[src/design/ffd_pkg.sv]
// ffd_pkg: shared widths, register indexes, control struct and saturation helper
// for the fractional feedback delay. No dependencies.
package ffd_pkg;

    // default geometry
    localparam int RING_DEPTH_DEF = 4096;
    localparam int FRAC_BITS_DEF  = 8;

    // field widths
    localparam int SMP_W  = 16;
    localparam int GAIN_W = 16;
    localparam int DLY_W  = 20;

    // datapath widths: accumulator, multiplier b operand, product
    localparam int AC_W = 22;
    localparam int MB_W = 17;
    localparam int P_W  = AC_W + MB_W;

    // feedback gain is Q1.15
    localparam int GAIN_FRAC = 15;

    // config port
    localparam int PADDR_W = 3;
    localparam int PDATA_W = 32;
    localparam logic REG_GAIN  = 1'b0;
    localparam logic REG_DELAY = 1'b1;

    // control into the shared multiplier
    typedef struct packed {
        logic en;   // load a new product
        logic fb;   // round by the gain fraction instead of the delay fraction
    } t_mul_ctl;

    // clamp to the 16-bit sample range
    function automatic logic signed [SMP_W-1:0] sat_smp(input logic signed [23:0] v);
        logic signed [SMP_W-1:0] r;
        if (v > 24'sd32767) begin
            r = 16'sh7fff;
        end else if (v < -24'sd32768) begin
            r = 16'sh8000;
        end else begin
            r = v[SMP_W-1:0];
        end
        return r;
    endfunction

endpackage

[src/design/ffd_mul.sv]
// ffd_mul: shared signed multiplier with registered product and round-half-up shift.
// Depends on ffd_pkg.
module ffd_mul
    import ffd_pkg::*;
#(
    parameter int FRACTION_BITS = FRAC_BITS_DEF
) (
    input  logic                  i_clk,
    input  t_mul_ctl              i_ctl,
    input  logic signed [AC_W-1:0] i_a,
    input  logic signed [MB_W-1:0] i_b,
    output logic signed [P_W-1:0]  o_rnd
);

    localparam logic signed [P_W-1:0] HALF_FR = P_W'(1) <<< (FRACTION_BITS - 1);
    localparam logic signed [P_W-1:0] HALF_FB = P_W'(1) <<< (GAIN_FRAC - 1);

    logic signed [P_W-1:0] r_prod;
    logic                  r_fb;
    logic signed [P_W-1:0] sum;

    // product register
    always_ff @(posedge i_clk) begin
        if (i_ctl.en) begin
            r_prod <= P_W'(i_a) * P_W'(i_b);
            r_fb   <= i_ctl.fb;
        end
    end

    // add half, then arithmetic shift (floor)
    always_comb begin
        sum   = r_prod + (r_fb ? HALF_FB : HALF_FR);
        o_rnd = r_fb ? (sum >>> GAIN_FRAC) : (sum >>> FRACTION_BITS);
    end

endmodule

[config.mk]
export PLATFORM = sky130hd
export DESIGN_NAME = ffd_mul
export DESIGN_NICKNAME = d
export VERILOG_FILES = /design/src/design/ffd_pkg.sv /design/src/design/ffd_mul.sv
export SDC_FILE = /design/constraint.sdc
export NUM_CORES = 1
export LEC_CHECK = 0
export ABC_AREA = 1
export BUFFER_PORTS_ARGS = -buffer_cell sky130_fd_sc_hd__clkbuf_2
export CORE_UTILIZATION = 27
export DETAILED_ROUTE_END_ITERATION = 12
export SLEW_MARGIN = 20
export SYNTH_ARGS = -nofsm -noshare
export SYNTH_HDL_FRONTEND = slang
export SYNTH_SLANG_ARGS = --single-unit
[constraint.sdc]
create_clock -name i_clk -period 15.15 [get_ports i_clk]
set_input_delay 1.515 -clock i_clk [delete_from_list [all_inputs] [get_ports i_clk]]
set_output_delay 1.515 -clock i_clk [all_outputs]
set_load 0.01 [all_outputs]
==> results of run 1 <==
==> routing by layer <==
layer,share of wire (%),GRT usage (%)
met1,45,18.2
met2,49,24.1
met5,0.023,0
met4,1.3,2.15
met3,4.4,1.09
==> worst max-delay path, cell delays in order <==
cell	delay, ns
clkbuf_2	0.48
nand2_1	0.31
fa_1	0.60
inv_1	0.06
fa_1	0.79
inv_1	0.12
fa_1	0.50
fa_1	0.56
fa_1	0.43
fa_1	0.49
inv_1	0.04
ha_1	0.37
nand2_1	0.11
nor2_1	0.11
inv_1	0.09
nor3_1	0.26
nand3_1	0.16
nand4_1	0.13
nand2_1	0.07
==> metrics by stage <==
stage / util (%) / std cells / area [um^2] / setup slack, ns / hold WS (ns)
after global placement: 29.0 / 2931 / 17500 / 7.75 / 1.70
after detailed placement: 29.0 / 2931 / 17500 / 7.71 / 1.70
after CTS: 29.2 / 2938 / 17600 / 7.98 / 1.42
after floorplan: - / 2160 / 16500 / 8.23 / 1.61
final: 29.2 / 2939 / 17600 / 7.95 / 1.42
after global routing: 29.2 / 2938 / 17600 / 7.62 / 1.42
==> cells in the final DEF, fill, tap and decap left out, drive strengths merged <==
master,n
clkinv,2
a31oi,3
clkinvlp,1
nor3,20
xnor2,20
edfxtp,33
a21oi,35
o21ai,29
o21bai,5
nand3b,3
clkbuf,85
a21o,8
nand4,14
a21boi,2
o21a,3
o22ai,2
nor4,5
nand3,35
nand2,612
diode,1
nor2,95
fa,370
and3,1
or2,6
ha,93
inv,641
xor2,33
==> logic make-up after synthesis <==
family	synth area share, %
xor+xnor	2.81
flops	6.01
fa+ha+maj	52.0
buf+inv	16.9
simple gates	19.3
compound gates	2.95
==> cell type report <==
class                   count  area [um^2]
flip-flops and latches     33          991
well taps                 782          978
clock buffers               5          125
inverters                 642         2410
clock inverters             2         11.3
diodes                      1         2.50
repair buffers             80          400
fillers                  6577        42700
multi-input cells        1394        12700
==> how the worst min path moves through the flow <==
stage | endpoint | cells past startpoint | slack (ns) | from
2_1_floorplan | r_fb | 0 | 1.61 | i_ctl[0]
3_3_place_gp | r_fb | 1 | 1.70 | i_ctl[0]
3_5_place_dp | r_fb | 1 | 1.70 | i_ctl[0]
4_1_cts | r_fb | 1 | 1.42 | i_ctl[0]
5_1_grt | r_fb | 1 | 1.42 | i_ctl[0]
6_report | r_fb | 1 | 1.42 | i_ctl[0]
==> sequential cells by signal (all words and copies together) (netlist names) <==
register	flops
r_fb	1
r_prod	32
==> metrics.cfg, run 1 <==
[outcome]
status=finished, final reports clean

[floorplan]
core_area_mm2=0.0604
die_w_um=249
die_area_mm2=0.0621
die_h_um=249
initial_utilization_pct=27.3
row_count=90
ios=81

[sta]
slew_headroom_pct=34.9
setup_viol=0
rsz0062_at_grt=no
finalCriticalPeriod_ns=7.20
final.setup.tns_ns=0
clock.fmax_mhz=139
worst_slew_pin_slew_ns=0.976
finalCritPeriodShare_pct=47.5
final-hold-violation-count=0
drv_slew=0

[synth]
async_flop_share_pct=0
yosys-top-cells-count=640 x inv_1, 605 x nand2_1, 370 x fa_1
synth.distinct_cells=39
synth_edf_count=33
yosys.cell_count.top_type=inv_1
yosysSeqAreaShare_pct=6.01
synth_nets=2665
synth.area.top_cells=fa_1 45%, inv_1 15%, nand2_1 14%
yosysTopAreaCell=fa_1
syn_inst=2160
yosys_warnings=0
synth_flop_cell=edfxtp_1
netlist_area_mm2=0.0165
synth_top_area_share_pct=44.9
avgSynthCellArea_um2=7.64
ys_ff_latch=33

[clocking]
clock_sinks=33
clk_path_buf_depth=2
cts_resized=0
cts_setup_buffers=0
path_clk_slew_ns=0.05
htree_levels=2
hold_buffers=0
numCtsBuffers=5
root_buffer=clkbuf_16
cts_tree=built

[drt]
viasPerCell=4.33
drc=0
vias=12722
routedWlPerCell_um=13.4
first_pass_iters=5
routed_wl_um=39500
drt_iter0_markers=781
ant_nets=0

[critical_path]
required_ns=15.18
endpoint=r_prod[37]
start_kind=input pin
critPathCaptureType=flip-flop
crit_path_max_fanout=22
critical_path_class=in2reg
crit_path_start=i_b[5]
crit_arrival_ns=7.22

[final_layout]
drive_gt1_share_pct=5.10
area_growth_pct=6.90
finish.net_count=2661

[flow_run]
maxCapViolCount=0

[global_route]
grt_max_degree=34
grt_overflow_total=0
antenna_found_initial=2
grtUsageTotal_pct=13.6
grt_pass1_wl_um=68800
grt_pass1_vias=13735

[min_path]
hp-class=in2reg

[placed_design]
gp_congestion=0.887
io_buffers=80
dp_hpwl_um=34400

Power of run 1 is left out: the tool's default activity adds up to more than one toggle a clock period on the data nets, which glitch-free logic cannot reach.
==> run 2: changes to the inputs <==
- clock period: 15.15 -> 6 ns (I/O delays scaled with it)
==> run 2 against run 1 <==
  * Critical path depth rose by 2
  * Worst setup slack got worse by 7.7 ns
  * Non-clock buffer count rose by 126
  * Cell count rose by 4.3%
  * Via count rose by 3.5%
  * Global-route usage rose by 0.44 points
==> metrics.cfg, run 2 (synthesized netlist as in run 1, its figures left out) <==
[final_layout]
regMostFlops=r_prod
final_cell_mix=640 x inv_1, 602 x nand2_1, 369 x fa_1, 116 x buf_4, 92 x ha_1
largestRegisters=r_prod: 32 flops, r_fb: 1 flops
area_growth_pct=13.6
largest_reg_flops=32  ; unchanged
drive_gt1_share_pct=11.0  ; +5.8 points
layout_commonest_cell=inv_1
stdcell_area_mm2=0.0187  ; +6.3%
finish.net_count=2787  ; +4.7%

[global_route]
grt_overflow_total=0  ; unchanged
antenna_found_initial=3  ; +1
grt_max_degree=34  ; unchanged
grtUsageTotal_pct=14.0  ; +0.44 points
grt_pass1_vias=13750  ; +0.11%
grt_pass1_wl_um=71000  ; +3.2%

[critical_path]
cp_top_family=adder cells
start_kind=input pin
path_cells=buf_2, nand2_1, inv_1, fa_1, buf_4, fa_2, inv_1, fa_1, fa_1, fa_1, fa_1, inv_1, ha_1, buf_4, nand2_1, nor2_1, a21boi_0, nor3_1, nand2_1, nand2_1, nand2_1
crit_arrival_ns=5.77  ; -1.45 ns
slowest_delay_ns=0.66  ; -0.13 ns
required_ns=6.03  ; -9.15 ns
critical_path_class=in2reg
critPathCaptureType=flip-flop
cp.buffers_inverters=6  ; +1
crit_path_max_fanout=14  ; -36%
crit_path_top_delay_cell=fa_2

[placed_design]
io_buffers=80  ; unchanged
gp_congestion=0.885  ; -0.25%
placed_area_mm2=0.0186  ; +6.1%
dp_hpwl_um=36900  ; +7.1%
dp_slack_ns=-0.144  ; -7.85 ns

[clocking]
path_clk_slew_ns=0.05  ; about the same
htree_levels=2  ; unchanged
numCtsBuffers=5  ; unchanged
cts_setup_buffers=0  ; unchanged
root_buffer=clkbuf_16
clk_path_buf_depth=2  ; unchanged
cts_tree=built
clock_sinks=33  ; unchanged

[drt]
first_pass_iters=5  ; unchanged
vias=13161  ; +3.5%
routedWlPerCell_um=13.4  ; -0.53%
routed_wl_um=41000  ; +3.8%
ant_nets=0  ; unchanged
drt_iter0_markers=731  ; -6.4%
viasPerCell=4.29  ; -0.83%
drc=0  ; unchanged

[outcome]
status=finished, final reports clean

[min_path]
holdPathStages=1  ; unchanged
hp-class=in2reg
hold_start=i_ctl[0]
whs_endpoint=r_fb

[floorplan]
initial_utilization_pct=27.3  ; unchanged
die_h_um=249  ; unchanged
die_area_mm2=0.0621  ; unchanged
core_area_mm2=0.0604  ; unchanged
die_w_um=249  ; unchanged
ios=81  ; unchanged
row_count=90  ; unchanged

[flow_run]
maxCapViolCount=0  ; unchanged

[sta]
final-hold-violation-count=0  ; unchanged
finalCriticalPeriod_ns=5.74
drv_slew=0  ; unchanged
slew_headroom_pct=35.8  ; +0.90 points
clock.fmax_mhz=174
finalCritPeriodShare_pct=95.6
worst_slew_pin_slew_ns=0.963  ; -0.0136 ns
rsz0062_at_grt=yes
setup_viol=0  ; unchanged
fin_ws_ns=0.263  ; -7.69 ns

-- run 2: final cells by class --
| class | count | area (um^2) |
|---|---|---|
| Inverter | 642 | 2410 |
| Antenna cell | 1 | 2.50 |
| Fill cell | 6579 | 41600 |
| Clock inverter | 2 | 10.0 |
| Timing Repair Buffer | 206 | 1470 |
| Multi-Input combinational cell | 1394 | 12800 |
| Tap cell | 782 | 978 |
| Sequential cell | 33 | 991 |
| Clock buffer | 6 | 129 |
-- run 2: worst max path at each step --
stage	from	end	slack, ns	depth (start not counted)
5_1_grt	i_b[11]	r_prod[33]	-0.02	25
3_3_place_gp	i_b[2]	r_prod[33]	-0.08	22
4_1_cts	i_b[4]	r_prod[34]	0.14	22
3_5_place_dp	i_b[4]	r_prod[34]	-0.14	22
6_report	i_b[4]	r_prod[34]	0.26	21
2_1_floorplan	i_a[21]	r_prod[37]	0.07	20
-- run 2: routing by layer --
metal | up-vias | global-route usage [%] | share of wire [%]
met5 | - | 0 | 0.044
met4 | 4 | 1.23 | 0.60
met3 | 25 | 1.12 | 6.0
met2 | 337 | 23.7 | 47
met1 | 6461 | 20.2 | 47
li1 | 6334 | - | -
-- run 2: per-stage QoR --
step	hold slack [ns]	std cells	utilization [%]	setup TNS [ns]
floorplan	0.699	2160	-	0
global placement	0.781	3057	30.7	-0.462
detailed placement	0.783	3057	30.7	-0.800
CTS	0.497	3065	31.0	0
global route	0.492	3065	31.0	-0.0192
finish	0.503	3066	31.0	0
-- run 2: what timing repair did --
item,4_1_cts,5_1_grt
endpoints found under the hold margin,0,0
hold buffers,0,0
setup endpoints to repair,0,18
resized for setup,0,22
Power of run 2 is left out for the same reason.
